==> src/rtl/sawq_pkg.sv <==
// Shared types, codes and constants of the stop-and-wait ARQ sender.
// No dependencies; the front end, back end, top level and testbench refer to this package.
package sawq_pkg;

  localparam int unsigned MaxSegBytes = 1024;
  localparam int unsigned QueueDepth  = 2;

  localparam logic [19:0] TimeoutReset    = 20'd1000;
  localparam logic [3:0]  MaxRetriesReset = 4'd3;
  localparam logic [31:0] InitSeqReset    = 32'd0;

  // host action codes
  localparam logic [2:0] ActTick  = 3'd0;
  localparam logic [2:0] ActRx    = 3'd1;
  localparam logic [2:0] ActOpen  = 3'd2;
  localparam logic [2:0] ActSend  = 3'd3;
  localparam logic [2:0] ActClose = 3'd4;

  // status codes
  localparam logic [2:0] StNone      = 3'd0;
  localparam logic [2:0] StConnected = 3'd1;
  localparam logic [2:0] StAcked     = 3'd2;
  localparam logic [2:0] StClosed    = 3'd3;
  localparam logic [2:0] StFailed    = 3'd4;
  localparam logic [2:0] StRejected  = 3'd5;

  // configuration register indexes
  localparam logic [1:0] CfgTimeout    = 2'd0;
  localparam logic [1:0] CfgMaxRetries = 2'd1;
  localparam logic [1:0] CfgInitSeq    = 2'd2;

  typedef enum logic [2:0] {
    KIND_NONE   = 3'd0,
    KIND_TICK   = 3'd1,
    KIND_RX     = 3'd2,
    KIND_OPEN   = 3'd3,
    KIND_SEND   = 3'd4,
    KIND_CLOSE  = 3'd5,
    KIND_REJECT = 3'd6
  } kind_t;

  typedef enum logic [5:0] {
    PH_CLOSED    = 6'b000001,
    PH_SYN_SENT  = 6'b000010,
    PH_OPEN      = 6'b000100,
    PH_DATA_WAIT = 6'b001000,
    PH_FIN_SENT  = 6'b010000,
    PH_FIN_WAIT  = 6'b100000
  } phase_t;

  typedef struct packed {
    kind_t       kind;
    logic        rx_syn;
    logic        rx_ackflag;
    logic        rx_fin;
    logic [31:0] rx_sequence;
    logic [31:0] rx_ack_number;
    logic        rx_checksum_ok;
    logic [10:0] segment_length;
  } item_t;

  typedef struct packed {
    logic  valid;
    item_t item;
  } head_t;

  typedef struct packed {
    logic        we;
    logic [1:0]  index;
    logic [31:0] data;
  } cfg_wr_t;

  typedef struct packed {
    logic        tx_valid;
    logic        tx_syn;
    logic        tx_ackflag;
    logic        tx_fin;
    logic [31:0] tx_sequence;
    logic [31:0] tx_ack_number;
    logic [10:0] tx_length;
    logic [2:0]  status;
  } result_t;

endpackage

==> src/rtl/sawq_in_if.sv <==
// Input channel of the ARQ sender: valid/ready handshake plus one event word.
// Depends on nothing.
interface sawq_in_if;
  logic        valid;
  logic        ready;
  logic [2:0]  action;
  logic        rx_syn;
  logic        rx_ackflag;
  logic        rx_fin;
  logic [31:0] rx_sequence;
  logic [31:0] rx_ack_number;
  logic        rx_checksum_ok;
  logic [10:0] segment_length;

  modport source (
    output valid, action, rx_syn, rx_ackflag, rx_fin, rx_sequence, rx_ack_number,
           rx_checksum_ok, segment_length,
    input  ready
  );
  modport sink (
    input  valid, action, rx_syn, rx_ackflag, rx_fin, rx_sequence, rx_ack_number,
           rx_checksum_ok, segment_length,
    output ready
  );
endinterface

==> src/rtl/sawq_out_if.sv <==
// Result channel of the ARQ sender: valid/ready handshake plus one header/status word.
// Depends on nothing.
interface sawq_out_if;
  logic        valid;
  logic        ready;
  logic        tx_valid;
  logic        tx_syn;
  logic        tx_ackflag;
  logic        tx_fin;
  logic [31:0] tx_sequence;
  logic [31:0] tx_ack_number;
  logic [10:0] tx_length;
  logic [2:0]  status;

  modport source (
    output valid, tx_valid, tx_syn, tx_ackflag, tx_fin, tx_sequence, tx_ack_number,
           tx_length, status,
    input  ready
  );
  modport sink (
    input  valid, tx_valid, tx_syn, tx_ackflag, tx_fin, tx_sequence, tx_ack_number,
           tx_length, status,
    output ready
  );
endinterface

==> src/rtl/sawq_front.sv <==
// Front end: accepts event words, classifies them and queues them for the back end.
// Depends on sawq_pkg and sawq_in_if.
module sawq_front #(
  parameter int unsigned DEPTH = sawq_pkg::QueueDepth
) (
  input  logic            clk,
  input  logic            rst_n,
  sawq_in_if.sink         in_chan,
  output sawq_pkg::head_t head,
  input  logic            pop
);

  localparam int unsigned PW = (DEPTH > 1) ? $clog2(DEPTH) : 1;
  localparam int unsigned CW = $clog2(DEPTH + 1);

  sawq_pkg::item_t mem_r [DEPTH];
  logic [PW-1:0]   wr_ptr_r, wr_ptr_nxt;
  logic [PW-1:0]   rd_ptr_r, rd_ptr_nxt;
  logic [CW-1:0]   count_r, count_nxt;
  logic            push;
  sawq_pkg::item_t cls;

  always_comb begin
    cls.rx_syn         = in_chan.rx_syn;
    cls.rx_ackflag     = in_chan.rx_ackflag;
    cls.rx_fin         = in_chan.rx_fin;
    cls.rx_sequence    = in_chan.rx_sequence;
    cls.rx_ack_number  = in_chan.rx_ack_number;
    cls.rx_checksum_ok = in_chan.rx_checksum_ok;
    cls.segment_length = in_chan.segment_length;
    case (in_chan.action)
      sawq_pkg::ActTick:  cls.kind = sawq_pkg::KIND_TICK;
      sawq_pkg::ActRx:    cls.kind = sawq_pkg::KIND_RX;
      sawq_pkg::ActOpen:  cls.kind = sawq_pkg::KIND_OPEN;
      sawq_pkg::ActSend: begin
        // oversized segments are rejected in any phase
        if (32'(in_chan.segment_length) > sawq_pkg::MaxSegBytes) begin
          cls.kind = sawq_pkg::KIND_REJECT;
        end else begin
          cls.kind = sawq_pkg::KIND_SEND;
        end
      end
      sawq_pkg::ActClose: cls.kind = sawq_pkg::KIND_CLOSE;
      default:            cls.kind = sawq_pkg::KIND_NONE;
    endcase
  end

  assign in_chan.ready = (count_r != CW'(DEPTH));
  assign push          = in_chan.valid && in_chan.ready;
  assign head.valid    = (count_r != '0);
  assign head.item     = mem_r[rd_ptr_r];

  always_comb begin
    wr_ptr_nxt = wr_ptr_r;
    rd_ptr_nxt = rd_ptr_r;
    count_nxt  = count_r;
    if (push) begin
      wr_ptr_nxt = (wr_ptr_r == PW'(DEPTH - 1)) ? '0 : wr_ptr_r + 1'b1;
    end
    if (pop) begin
      rd_ptr_nxt = (rd_ptr_r == PW'(DEPTH - 1)) ? '0 : rd_ptr_r + 1'b1;
    end
    if (push && !pop) begin
      count_nxt = count_r + 1'b1;
    end else if (pop && !push) begin
      count_nxt = count_r - 1'b1;
    end
  end

  always_ff @(posedge clk) begin
    if (!rst_n) begin
      wr_ptr_r <= '0;
      rd_ptr_r <= '0;
      count_r  <= '0;
    end else begin
      wr_ptr_r <= wr_ptr_nxt;
      rd_ptr_r <= rd_ptr_nxt;
      count_r  <= count_nxt;
    end
  end

  always_ff @(posedge clk) begin
    if (push) begin
      mem_r[wr_ptr_r] <= cls;
    end
  end

endmodule

==> src/rtl/sawq_back.sv <==
// Back end: connection state machine, retransmit timer and registered result word.
// Depends on sawq_pkg and sawq_out_if.
module sawq_back (
  input  logic              clk,
  input  logic              rst_n,
  input  sawq_pkg::cfg_wr_t cfg,
  input  sawq_pkg::head_t   head,
  output logic              pop,
  sawq_out_if.source        out_chan
);

  sawq_pkg::phase_t  phase_r, phase_nxt;
  logic [31:0]       seq_r, seq_nxt;
  logic              hdr_syn_r, hdr_syn_nxt;
  logic              hdr_fin_r, hdr_fin_nxt;
  logic [31:0]       hdr_seq_r, hdr_seq_nxt;
  logic [10:0]       hdr_len_r, hdr_len_nxt;
  logic [31:0]       peer_r, peer_nxt;
  logic [19:0]       timer_r, timer_nxt;
  logic [3:0]        retry_r, retry_nxt;
  logic [19:0]       timeout_r, timeout_nxt;
  logic [3:0]        retry_cap_r, retry_cap_nxt;
  sawq_pkg::result_t out_r, res;
  logic              out_valid_r, out_valid_nxt;

  sawq_pkg::item_t   it;
  sawq_pkg::result_t resend;
  logic              acked;
  logic [31:0]       seq_inc;
  logic [19:0]       timer_inc;
  logic [3:0]        retry_inc;

  function automatic sawq_pkg::result_t mk_hdr(input logic syn, input logic fin,
                                               input logic [31:0] seq,
                                               input logic [10:0] len);
    sawq_pkg::result_t r;
    r               = '0;
    r.tx_valid      = 1'b1;
    r.tx_syn        = syn;
    r.tx_fin        = fin;
    r.tx_sequence   = seq;
    r.tx_ack_number = (!syn && !fin) ? seq - 32'd1 : 32'd0;
    r.tx_length     = len;
    return r;
  endfunction

  function automatic sawq_pkg::result_t mk_ack(input logic [31:0] seq,
                                               input logic [31:0] ackno);
    sawq_pkg::result_t r;
    r               = '0;
    r.tx_valid      = 1'b1;
    r.tx_ackflag    = 1'b1;
    r.tx_sequence   = seq;
    r.tx_ack_number = ackno;
    return r;
  endfunction

  assign it        = head.item;
  assign pop       = head.valid && (!out_valid_r || out_chan.ready);
  assign seq_inc   = seq_r + 32'd1;
  assign timer_inc = timer_r + 20'd1;
  assign retry_inc = retry_r + 4'd1;
  assign acked     = it.rx_ackflag && it.rx_checksum_ok &&
                     (it.rx_ack_number == hdr_seq_r + 32'd1);
  assign resend    = mk_hdr(hdr_syn_r, hdr_fin_r, hdr_seq_r, hdr_len_r);

  always_comb begin
    phase_nxt     = phase_r;
    seq_nxt       = seq_r;
    hdr_syn_nxt   = hdr_syn_r;
    hdr_fin_nxt   = hdr_fin_r;
    hdr_seq_nxt   = hdr_seq_r;
    hdr_len_nxt   = hdr_len_r;
    peer_nxt      = peer_r;
    timer_nxt     = timer_r;
    retry_nxt     = retry_r;
    timeout_nxt   = timeout_r;
    retry_cap_nxt = retry_cap_r;
    res           = '0;
    if (pop) begin
      case (it.kind)
        sawq_pkg::KIND_TICK: begin
          if (phase_r inside {sawq_pkg::PH_SYN_SENT, sawq_pkg::PH_DATA_WAIT,
                              sawq_pkg::PH_FIN_SENT}) begin
            timer_nxt = timer_inc;
            if (timer_inc >= timeout_r) begin
              timer_nxt = '0;
              if (phase_r == sawq_pkg::PH_SYN_SENT) begin
                retry_nxt = retry_inc;
                if (retry_inc >= retry_cap_r) begin
                  phase_nxt  = sawq_pkg::PH_CLOSED;
                  res.status = sawq_pkg::StFailed;
                end else begin
                  res = resend;
                end
              end else begin
                res = resend;
              end
            end
          end
        end
        sawq_pkg::KIND_RX: begin
          case (phase_r)
            sawq_pkg::PH_SYN_SENT: begin
              if (it.rx_syn && acked) begin
                seq_nxt    = seq_inc;
                peer_nxt   = it.rx_sequence;
                res        = mk_ack(seq_inc, it.rx_sequence + 32'd1);
                res.status = sawq_pkg::StConnected;
                phase_nxt  = sawq_pkg::PH_OPEN;
              end else begin
                timer_nxt = '0;
                res       = resend;
              end
            end
            sawq_pkg::PH_DATA_WAIT: begin
              if (acked) begin
                phase_nxt  = sawq_pkg::PH_OPEN;
                res.status = sawq_pkg::StAcked;
              end else begin
                phase_nxt  = sawq_pkg::PH_CLOSED;
                res.status = sawq_pkg::StFailed;
              end
            end
            sawq_pkg::PH_FIN_SENT: begin
              if (acked) begin
                peer_nxt  = it.rx_sequence;
                phase_nxt = sawq_pkg::PH_FIN_WAIT;
              end else begin
                phase_nxt  = sawq_pkg::PH_CLOSED;
                res.status = sawq_pkg::StFailed;
              end
            end
            sawq_pkg::PH_FIN_WAIT: begin
              if (it.rx_fin && it.rx_checksum_ok &&
                  (it.rx_sequence == peer_r + 32'd1)) begin
                seq_nxt    = seq_inc;
                res        = mk_ack(seq_inc, it.rx_sequence + 32'd1);
                res.status = sawq_pkg::StClosed;
              end else begin
                res.status = sawq_pkg::StFailed;
              end
              phase_nxt = sawq_pkg::PH_CLOSED;
            end
            default: ;
          endcase
        end
        sawq_pkg::KIND_OPEN, sawq_pkg::KIND_SEND, sawq_pkg::KIND_CLOSE: begin
          if ((it.kind == sawq_pkg::KIND_OPEN && phase_r == sawq_pkg::PH_CLOSED) ||
              (it.kind != sawq_pkg::KIND_OPEN && phase_r == sawq_pkg::PH_OPEN)) begin
            seq_nxt     = seq_inc;
            hdr_syn_nxt = (it.kind == sawq_pkg::KIND_OPEN);
            hdr_fin_nxt = (it.kind == sawq_pkg::KIND_CLOSE);
            hdr_seq_nxt = seq_inc;
            hdr_len_nxt = (it.kind == sawq_pkg::KIND_SEND) ? it.segment_length : 11'd0;
            timer_nxt   = '0;
            res         = mk_hdr(hdr_syn_nxt, hdr_fin_nxt, seq_inc, hdr_len_nxt);
            case (it.kind)
              sawq_pkg::KIND_OPEN: begin
                retry_nxt = '0;
                phase_nxt = sawq_pkg::PH_SYN_SENT;
              end
              sawq_pkg::KIND_SEND: phase_nxt = sawq_pkg::PH_DATA_WAIT;
              default:             phase_nxt = sawq_pkg::PH_FIN_SENT;
            endcase
          end else begin
            res.status = sawq_pkg::StRejected;
          end
        end
        sawq_pkg::KIND_REJECT: res.status = sawq_pkg::StRejected;
        default: ;
      endcase
    end
    if (cfg.we) begin
      case (cfg.index)
        sawq_pkg::CfgTimeout:    timeout_nxt   = cfg.data[19:0];
        sawq_pkg::CfgMaxRetries: retry_cap_nxt = cfg.data[3:0];
        sawq_pkg::CfgInitSeq:    seq_nxt       = cfg.data;
        default: ;
      endcase
    end
  end

  always_comb begin
    out_valid_nxt = out_valid_r;
    if (pop) begin
      out_valid_nxt = 1'b1;
    end else if (out_chan.ready) begin
      out_valid_nxt = 1'b0;
    end
  end

  always_ff @(posedge clk) begin
    if (!rst_n) begin
      phase_r     <= sawq_pkg::PH_CLOSED;
      seq_r       <= sawq_pkg::InitSeqReset;
      hdr_syn_r   <= 1'b0;
      hdr_fin_r   <= 1'b0;
      hdr_seq_r   <= '0;
      hdr_len_r   <= '0;
      peer_r      <= '0;
      timer_r     <= '0;
      retry_r     <= '0;
      timeout_r   <= sawq_pkg::TimeoutReset;
      retry_cap_r <= sawq_pkg::MaxRetriesReset;
      out_valid_r <= 1'b0;
    end else begin
      phase_r     <= phase_nxt;
      seq_r       <= seq_nxt;
      hdr_syn_r   <= hdr_syn_nxt;
      hdr_fin_r   <= hdr_fin_nxt;
      hdr_seq_r   <= hdr_seq_nxt;
      hdr_len_r   <= hdr_len_nxt;
      peer_r      <= peer_nxt;
      timer_r     <= timer_nxt;
      retry_r     <= retry_nxt;
      timeout_r   <= timeout_nxt;
      retry_cap_r <= retry_cap_nxt;
      out_valid_r <= out_valid_nxt;
    end
  end

  always_ff @(posedge clk) begin
    if (pop) begin
      out_r <= res;
    end
  end

  assign out_chan.valid         = out_valid_r;
  assign out_chan.tx_valid      = out_r.tx_valid;
  assign out_chan.tx_syn        = out_r.tx_syn;
  assign out_chan.tx_ackflag    = out_r.tx_ackflag;
  assign out_chan.tx_fin        = out_r.tx_fin;
  assign out_chan.tx_sequence   = out_r.tx_sequence;
  assign out_chan.tx_ack_number = out_r.tx_ack_number;
  assign out_chan.tx_length     = out_r.tx_length;
  assign out_chan.status        = out_r.status;

endmodule

==> src/rtl/stop_and_wait_arq_sender.sv <==
// Stop-and-wait ARQ sender, top level.
// Usage:
//   in_chan carries one event word per handshake: a time tick, a received
//   segment header (flags, numbers, checksum flag) or a host command (open,
//   send one data segment, close). out_chan returns exactly one word per
//   event: a segment header to transmit (tx_valid) and a status code.
//   cfg_we/cfg_index/cfg_wdata write timeout_ticks (0), the SYN retry cap (1)
//   and initial_sequence (2); write only while no event is in flight.
// Timing:
//   An accepted event is written into the queue, then popped from its head into
//   the registered result word on out_chan. One event per cycle is sustained
//   while out_chan.ready holds, fed from a short queue behind the input.
// Reset (rst_n low, synchronous): queue empty, link closed, timeout 1000,
//   retry cap 3, sequence counter 0.
// Receiver stall: the result word holds; the queue keeps accepting events
//   until full, then in_chan.ready drops.
// Depends on sawq_pkg, sawq_in_if, sawq_out_if, sawq_front and sawq_back.
module stop_and_wait_arq_sender #(
  parameter int unsigned QUEUE_DEPTH = sawq_pkg::QueueDepth
) (
  input  logic        clk,
  input  logic        rst_n,
  sawq_in_if.sink     in_chan,
  sawq_out_if.source  out_chan,
  input  logic        cfg_we,
  input  logic [1:0]  cfg_index,
  input  logic [31:0] cfg_wdata
);

  sawq_pkg::head_t   head;
  sawq_pkg::cfg_wr_t cfg;
  logic              pop;

  assign cfg.we    = cfg_we;
  assign cfg.index = cfg_index;
  assign cfg.data  = cfg_wdata;

  sawq_front #(
    .DEPTH (QUEUE_DEPTH)
  ) u_front (
    .clk     (clk),
    .rst_n   (rst_n),
    .in_chan (in_chan),
    .head    (head),
    .pop     (pop)
  );

  sawq_back u_back (
    .clk      (clk),
    .rst_n    (rst_n),
    .cfg      (cfg),
    .head     (head),
    .pop      (pop),
    .out_chan (out_chan)
  );

`ifndef ASSERT_OFF
  a_pop_needs_head: assert property (@(posedge clk) disable iff (!rst_n)
    pop |-> head.valid)
    else $error("pop from empty queue");

  a_no_pop_on_stall: assert property (@(posedge clk) disable iff (!rst_n)
    (out_chan.valid && !out_chan.ready) |-> !pop)
    else $error("result word overwritten while stalled");

  a_accept_reaches_queue: assert property (@(posedge clk) disable iff (!rst_n)
    (in_chan.valid && in_chan.ready) |=> head.valid)
    else $error("accepted word missing from queue");

  a_fail_sends_nothing: assert property (@(posedge clk) disable iff (!rst_n)
    (out_chan.valid && (out_chan.status == sawq_pkg::StFailed ||
                        out_chan.status == sawq_pkg::StRejected)) |-> !out_chan.tx_valid)
    else $error("header sent with failed or rejected status");

  a_idle_header_zero: assert property (@(posedge clk) disable iff (!rst_n)
    (out_chan.valid && !out_chan.tx_valid) |->
      (out_chan.tx_sequence == 32'd0 && out_chan.tx_ack_number == 32'd0 &&
       out_chan.tx_length == 11'd0 && !out_chan.tx_syn && !out_chan.tx_fin))
    else $error("header fields not cleared");
`endif

endmodule

==> src/flat_wrapper.sv <==
// flat-port wrapper written by rule: the top's interface ports become plain ports
module stop_and_wait_arq_sender_flat 
#(
  parameter int unsigned QUEUE_DEPTH = sawq_pkg::QueueDepth
)
  (clk, rst_n, cfg_we, cfg_index, cfg_wdata, in_chan_valid, in_chan_action, in_chan_rx_syn, in_chan_rx_ackflag, in_chan_rx_fin, in_chan_rx_sequence, in_chan_rx_ack_number, in_chan_rx_checksum_ok, in_chan_segment_length, in_chan_ready, out_chan_valid, out_chan_tx_valid, out_chan_tx_syn, out_chan_tx_ackflag, out_chan_tx_fin, out_chan_tx_sequence, out_chan_tx_ack_number, out_chan_tx_length, out_chan_status, out_chan_ready);
  sawq_in_if in_chan_i ();
  sawq_out_if out_chan_i ();
  input  logic clk;
  input  logic rst_n;
  input  logic cfg_we;
  input  logic [1:0] cfg_index;
  input  logic [31:0] cfg_wdata;
  input wire logic [$bits(in_chan_i.valid)-1:0] in_chan_valid;
  input wire logic [$bits(in_chan_i.action)-1:0] in_chan_action;
  input wire logic [$bits(in_chan_i.rx_syn)-1:0] in_chan_rx_syn;
  input wire logic [$bits(in_chan_i.rx_ackflag)-1:0] in_chan_rx_ackflag;
  input wire logic [$bits(in_chan_i.rx_fin)-1:0] in_chan_rx_fin;
  input wire logic [$bits(in_chan_i.rx_sequence)-1:0] in_chan_rx_sequence;
  input wire logic [$bits(in_chan_i.rx_ack_number)-1:0] in_chan_rx_ack_number;
  input wire logic [$bits(in_chan_i.rx_checksum_ok)-1:0] in_chan_rx_checksum_ok;
  input wire logic [$bits(in_chan_i.segment_length)-1:0] in_chan_segment_length;
  output wire logic [$bits(in_chan_i.ready)-1:0] in_chan_ready;
  output wire logic [$bits(out_chan_i.valid)-1:0] out_chan_valid;
  output wire logic [$bits(out_chan_i.tx_valid)-1:0] out_chan_tx_valid;
  output wire logic [$bits(out_chan_i.tx_syn)-1:0] out_chan_tx_syn;
  output wire logic [$bits(out_chan_i.tx_ackflag)-1:0] out_chan_tx_ackflag;
  output wire logic [$bits(out_chan_i.tx_fin)-1:0] out_chan_tx_fin;
  output wire logic [$bits(out_chan_i.tx_sequence)-1:0] out_chan_tx_sequence;
  output wire logic [$bits(out_chan_i.tx_ack_number)-1:0] out_chan_tx_ack_number;
  output wire logic [$bits(out_chan_i.tx_length)-1:0] out_chan_tx_length;
  output wire logic [$bits(out_chan_i.status)-1:0] out_chan_status;
  input wire logic [$bits(out_chan_i.ready)-1:0] out_chan_ready;
  assign in_chan_i.valid = in_chan_valid;
  assign in_chan_i.action = in_chan_action;
  assign in_chan_i.rx_syn = in_chan_rx_syn;
  assign in_chan_i.rx_ackflag = in_chan_rx_ackflag;
  assign in_chan_i.rx_fin = in_chan_rx_fin;
  assign in_chan_i.rx_sequence = in_chan_rx_sequence;
  assign in_chan_i.rx_ack_number = in_chan_rx_ack_number;
  assign in_chan_i.rx_checksum_ok = in_chan_rx_checksum_ok;
  assign in_chan_i.segment_length = in_chan_segment_length;
  assign in_chan_ready = in_chan_i.ready;
  assign out_chan_valid = out_chan_i.valid;
  assign out_chan_tx_valid = out_chan_i.tx_valid;
  assign out_chan_tx_syn = out_chan_i.tx_syn;
  assign out_chan_tx_ackflag = out_chan_i.tx_ackflag;
  assign out_chan_tx_fin = out_chan_i.tx_fin;
  assign out_chan_tx_sequence = out_chan_i.tx_sequence;
  assign out_chan_tx_ack_number = out_chan_i.tx_ack_number;
  assign out_chan_tx_length = out_chan_i.tx_length;
  assign out_chan_status = out_chan_i.status;
  assign out_chan_i.ready = out_chan_ready;
  stop_and_wait_arq_sender #(.QUEUE_DEPTH(QUEUE_DEPTH)) u_core (.clk(clk), .rst_n(rst_n), .in_chan(in_chan_i), .out_chan(out_chan_i), .cfg_we(cfg_we), .cfg_index(cfg_index), .cfg_wdata(cfg_wdata));
endmodule
==> config.mk <==
export PLATFORM = sky130hd
export DESIGN_NAME = stop_and_wait_arq_sender_flat
export DESIGN_NICKNAME = d
export VERILOG_FILES = /design/src/rtl/sawq_pkg.sv /design/src/rtl/sawq_in_if.sv /design/src/rtl/sawq_out_if.sv /design/src/rtl/sawq_front.sv /design/src/rtl/sawq_back.sv /design/src/rtl/stop_and_wait_arq_sender.sv /design/src/flat_wrapper.sv
export SDC_FILE = /design/constraint.sdc
export NUM_CORES = 1
export LEC_CHECK = 0
export BUFFER_PORTS_ARGS = -buffer_cell sky130_fd_sc_hd__buf_2
export CELL_PAD_IN_SITES_DETAIL_PLACEMENT = 2
export CELL_PAD_IN_SITES_GLOBAL_PLACEMENT = 2
export CORE_MARGIN = 4
export CORE_UTILIZATION = 35
export DETAILED_ROUTE_END_ITERATION = 8
export PLACE_DENSITY = 0.75
export SYNTH_ARGS = -nofsm -noshare
export SYNTH_HDL_FRONTEND = slang
export SYNTH_HIERARCHICAL = 1
export SYNTH_SLANG_ARGS = --single-unit
export TNS_END_PERCENT = 10
==> constraint.sdc <==
create_clock -name clk -period 5.53 [get_ports clk]
set_input_delay 0.8295 -clock clk [delete_from_list [all_inputs] [get_ports clk]]
set_output_delay 0.8295 -clock clk [all_outputs]
set_load 0.02 [all_outputs]
Word-level counts from Yosys, hierarchy flattened
Memories as Yosys holds them, arrays and structs flattened. A register that Yosys moved wholly into a read port is not among the register bits. Cells that the tools add are included.

Flip-flop bits (word level): 250. Bits in writable memories: 164. Output and inout port bits: 84. Logic and storage cells: 177. Memories kept: 1.

Memory list: u_core.u_front.mem_r (depth 2, bits a word 82, read ports 1, clocked after Yosys merged registers in 1, write ports 1, line sawq_front.sv:16) `sawq_pkg::item_t mem_r [DEPTH];`.

Add/sub/neg operators: 12. $lt $le $gt $ge: 3. Eq/ne operators: 34. Multiplexer cells: 65. Reductions and logical operators: 39.

Operator list (number): two-way mux 32 bit (10); two-way mux 82 bit (3); two-way mux 79 bit (3); one-hot mux 79 bit (3 select lines) (1); one-hot mux 32 bit (2 select lines) (3); one-hot mux 79 bit (2 select lines) (1); adder 32 x 1 -> 32 bit, second input constant (4); two-way mux 20 bit (5); two-way mux 81 bit (1); equality test 32 bit (2); subtractor 32 x 1 -> 32 bit, second input constant (2); one-hot mux 20 bit (3 select lines) (1); two-way mux 6 bit (7); one-hot mux 3 bit (4 select lines) (2); one-hot mux 6 bit (4 select lines) (1); adder 20 x 1 -> 20 bit, second input constant (1); >= comparator 20 bit (1); two-way mux 4 bit (5); inequality test 2 bit, second input constant (10); two-way mux 3 bit (6); one-hot mux 6 bit (3 select lines) (1); one-hot mux 3 bit (5 select lines) (1); logical AND 1 bit (13); equality test 3 x 2 -> 1 bit, second input constant (4); other kinds (38) (65).

Depth between registers and ports, before layout
Depth in word-level cells: 10. Mapped depth: 20. Mapped depth without buffers: 20.

Cells and area by module
The synthesis kept the hierarchy.

By module, submodules not included: sawq_back (instances 1, cells each 2326, area an instance 18398.9 µm², sequential area each 5745.5 µm²); sawq_front (instances 1, cells each 289, area an instance 6193.4 µm², sequential area each 5024.8 µm²).

Least setup slack after synthesis
OpenSTA, ideal clock, no wires.

Path type: input to register. Start point: input out_chan_ready. End point: register u_core.u_back.seq_r[6]. Library setup time: 0.119 ns. Arrival time: 4.498 ns. Required time: 5.411 ns. Path slack: 0.912 ns. Stages on the path: 11. Buffers on the path: 1. Cells stage by stage: nand2b_1 nand2_1 inv_1 o21ai_0 nor2_1 clkbuf_1 o21ai_0 o21ai_0 a21oi_1 o31ai_1 nor2_1.

Cells in the longest elaborated chain, start to end: 5.

Ends and longest elaborated chain: start, declared (line flat_wrapper.sv:33) `input wire logic [$bits(out_chan_i.ready)-1:0] out_chan_ready;`; logical OR 1 bit * (line sawq_back.sv:59) `assign pop = head.valid && (!out_valid_r || out_chan.ready);`; logical AND 1 bit * (line sawq_back.sv:59); net u_core.pop (line stop_and_wait_arq_sender.sv:32) `logic pop;`; two-way mux 32 bit * (line sawq_back.sv:80) `if (pop) begin`; two-way mux 32 bit (line sawq_back.sv:175) `case (cfg.index)`; two-way mux 32 bit * (line sawq_back.sv:174) `if (cfg.we) begin`; end signal, assigned (line sawq_back.sv:196) `seq_r <= sawq_pkg::InitSeqReset;`; end signal, assigned (line sawq_back.sv:209) `seq_r <= seq_nxt;`; end, declared (line sawq_back.sv:13) `logic [31:0] seq_r, seq_nxt;`.

The timed path passes the listed nets; every way through them passes the cells marked *. A chain may end at the register's enable or synchronous reset.

Final worst setup path
Start point: register u_core.u_back.timer_r[2]. End point: register u_core.u_back.retry_r[2].

Cells in the longest elaborated chain, start to end: 4.

Ends and longest elaborated chain: start, declared (line sawq_back.sv:19) `logic [19:0] timer_r, timer_nxt;`; start signal, assigned (line sawq_back.sv:215) `timer_r <= timer_nxt;`; adder 20 x 1 -> 20 bit (line sawq_back.sv:61) `assign timer_inc = timer_r + 20'd1;`; >= comparator 20 bit (line sawq_back.sv:86) `if (timer_inc >= timeout_r) begin`; inequality test 2 bit (no line); AND reduction 7 bit (no line); end signal, assigned (line sawq_back.sv:216) `retry_r <= retry_nxt;`; end, declared (line sawq_back.sv:20) `logic [3:0] retry_r, retry_nxt;`.

No other way between the ends.

==> results by group <==
CTS
  • H-tree depth: 2
  • Root Buffer: clkbuf_16
  • Reg clk slew, reported paths: 60 ps
  • Clock Path Buffers: 3
  • Post-CTS Setup Repair Bufs: 0
  • Clock Latency Late Sink: 630 ps
  • Post-CTS Hold Buffers: 0
  • CTS Buf Count: 52
  • Clk sink count: 415
  • Post-CTS resize count: 0
  • TritonCTS clock tree: built

Place
  • Detailed placement HPWL: 73800 um
  • Port Buffer Count: 204
  • GP Congestion: 0.898

Finish
  • Nets@finish: 2902
  • Layout area overhead: 15.3%
  • Share of cells above drive strength 1: 14.9%
  • Fill cells: 7462

Run status
  • Status: complete, no violations

Floorplanning
  • I/O pin count: 205
  • Core Region: 0.0691 mm2
  • Die outline width: 273 um
  • # rows: 96
  • Die area: 0.0746 mm2
  • Starting Density: 35.6%
  • Die H: 273 um

Routing
  • Final antenna-violating net count: 0
  • # DRC: 0
  • Total number of vias: 22110
  • Drt pass-1 iters: 5
  • Routed length per instance: 27.1 um
  • Iter 0 DRT Violations: 1610
  • Vias per Instance: 5.94
  • Drt total wl: 101000 um

Timing
  • Highest Clock Rate: 194 MHz
  • Tcrit/Tclk final: 93.1%
  • Tightest Pin Transition: 1090 ps
  • Unrepaired setup endpoints after global routing: no
  • Final Hold Viols: 0
  • WHS: 392 ps
  • Min Tclk post-route: 5150 ps
  • Relative slew margins: 27.2%
  • Max-slew violations: 0
  • Setup TNS: 0 ps
  • Worst Skew: 18.4 ps
  • Setup violations, final: 0

Global routing
  • Total grt overflow: 0
  • Gr usage total: 26.2%
  • Vias in the first global route: 23711
  • Largest net degree at the start of global routing: 109
  • First-pass GRT wire length: 150000 um
  • Initial antenna violation count: 6

Critical path
  • CP Capture Type: flip-flop
  • CP startpoint kind: flip-flop
  • CP startpoint: u_core/u_back/timer_r[2]
  • CP endpoint: u_core/u_back/retry_r[2]
  • Worst r2r src: u_core/u_back/timer_r[2]
  • WS Path Type: reg2reg
  • CP arrival: 5680 ps
  • CP Max Fanout: 7
  • Critical path's slowest cell: o211ai_1
  • Largest stage delay, worst path: 510 ps
  • CP cell instances: and3_1, and3_1, and3_1, and3_1, nand3_1, nor2_1, nand4_1, xnor2_1, ha_1, a21o_1, a21o_1, a21oi_1, o21ai_0, a211o_1, a21oi_1, nor2_1, o211ai_1, o21ai_0, a21boi_0
  • R2r setup slk: 380 ps
  • Critical Path Most Common Cell: and3_1
  • Critical R2R Capture: u_core/u_back/retry_r[2]
  • Worst Reg-to-Reg Cells: 19
  • Worst Path Required: 6060 ps

Logic synthesis
  • Synth warn: 6
  • Syn_nets: 2770
  • Asr flop ratio synth: 0%
  • Cells after synthesis: 2615
  • Cell variety after synth: 97
  • Post-synth EDFFs: 246
  • Syn_area_per_cell: 9.40 um2
  • Primary FF master, synth: edfxtp_1
  • Synthesis-stage register bit count: 415
  • Share of the yosys chip area belonging to registers: 43.8%
  • Synth Cell Area: 0.0246 mm2

Power and ir drop
  • PwrDens: 444 mW/mm2
  • Leakage power: 10.6 nW
  • Worst ir drop on vdd: 0.000293 V

Worst hold path
  • Hold crit path type: in2reg

Job
  • MaxCap Viol Count: 0
worst max-delay path, delay by kind of cell, from the launching register on:
kind | cells | cell delay (ps)
XOR/XNOR | 1 | 210
AO/OA/AOI/OAI | 9 | 2300
AND/OR/NAND/NOR | 8 | 1860
adder cells (fa/ha/maj) | 1 | 280
flip-flops | 1 | 400
per-stage QoR:
| step | worst slack (ps) | utilization (%) | total power [mW] | instances | instance area (um2) |
|---|---|---|---|---|---|
| finish | 382 | 41.0 | 12.6 | 3725 | 28300 |
| global route | 35.9 | 41.0 | 13.2 | 3722 | 28300 |
| CTS | 312 | 41.0 | 12.6 | 3721 | 28300 |
| detailed placement | 414 | 38.5 | 9.05 | 3623 | 26600 |
| global placement | 722 | 38.5 | 8.85 | 3623 | 26600 |
| floorplan | 912 | - | 7.17 | 2615 | 24600 |
layout make-up:
| cell class | instances | area [um2] | area share, % |
|---|---|---|---|
| Antenna cell | 3 | 7.51 | 0.0265 |
| Clock buffer | 72 | 1470 | 5.18 |
| Clock inverter | 26 | 265 | 0.936 |
| Inverter | 55 | 210 | 0.741 |
| Multi-Input combinational cell | 1952 | 12900 | 45.4 |
| Sequential cell | 415 | 10800 | 38.0 |
| Tap cell | 931 | 1160 | 4.11 |
| Timing Repair Buffer | 271 | 1580 | 5.57 |
routing by layer:
layer	up-vias	part of all wire, %	track usage [%]
li1	9857	-	-
met1	11376	42	33.2
met5	-	0.0089	0
met4	2	4.6	11.2
met2	678	48	44.3
met3	197	5.4	4.20
logic make-up after synthesis:
| kind of cell | share of synthesized area (%) |
|---|---|
| fa+ha+maj | 1.73 |
| mux | 4.63 |
| simple gates | 19.7 |
| compound gates | 16.6 |
| buf+inv | 4.08 |
| xor+xnor | 9.51 |
| flops | 43.8 |
flip-flops by register name, summed over array words and instances, names as in the netlist, 20 cells and up, named ones only:
name	count
u_core/u_back/timer_r	20
u_core/u_back/out_chan.tx_ack_number	32
u_core/u_back/timeout_r	20
u_core/u_back/hdr_seq_r	32
u_core/u_front/mem_r	164
u_core/u_back/out_chan.tx_sequence	32
u_core/u_back/peer_r	32
u_core/u_back/seq_r	32
cells in the final DEF (no fill, tap or decap), types with 52 or more instances in the layout:
master	netlist	layout
a21oi_1	87	85
buf_4	5	63
o21ai_0	157	157
nand3_1	124	124
inv_1	54	52
xnor2_1	158	158
clkbuf_16	0	53
dfxtp_1	169	168
nand2_1	326	326
mux2_1	83	83
nor2_1	148	146
buf_2	27	203
xor2_1	109	109
edfxtp_1	246	246
cell usage after synthesis, drive strengths merged (54+ instances only):
cell type | number | area [um2]
xor2 | 109 | 955
nor2 | 149 | 562
inv | 54 | 203
o21ai | 164 | 821
a21oi | 87 | 435
nand2 | 327 | 1230
mux2 | 84 | 946
clkbuf | 144 | 541
dfxtp | 169 | 3380
xnor2 | 158 | 1380
edfxtp | 246 | 7390
nand3 | 126 | 641
worst min-delay path by stage:
stage	startpoint	end	slack [ps]	cells past startpoint
floorplan	u_core/u_back/hdr_len_r[0]	u_core/u_back/hdr_len_r[0]	440	2
global placement	u_core/u_back/hdr_len_r[10]	u_core/u_back/hdr_len_r[10]	450	2
detailed placement	u_core/u_back/hdr_len_r[6]	u_core/u_back/hdr_len_r[6]	470	2
CTS	in_chan_rx_ack_number[21]	u_core/u_front/mem_r[1][33]	360	1
global route	in_chan_rx_sequence[5]	u_core/u_front/mem_r[1][49]	370	1
finish	in_chan_rx_ack_number[21]	u_core/u_front/mem_r[1][33]	390	1
where the power goes:
| part | switching [mW] | total, mW | internal (mW) |
|---|---|---|---|
| registers | 0.560 | 4.47 | 3.91 |
| clock network | 1.43 | 3.48 | 2.05 |
| logic | 3.17 | 4.63 | 1.46 |
No activity file was read; power rests on OpenSTA's default activity.
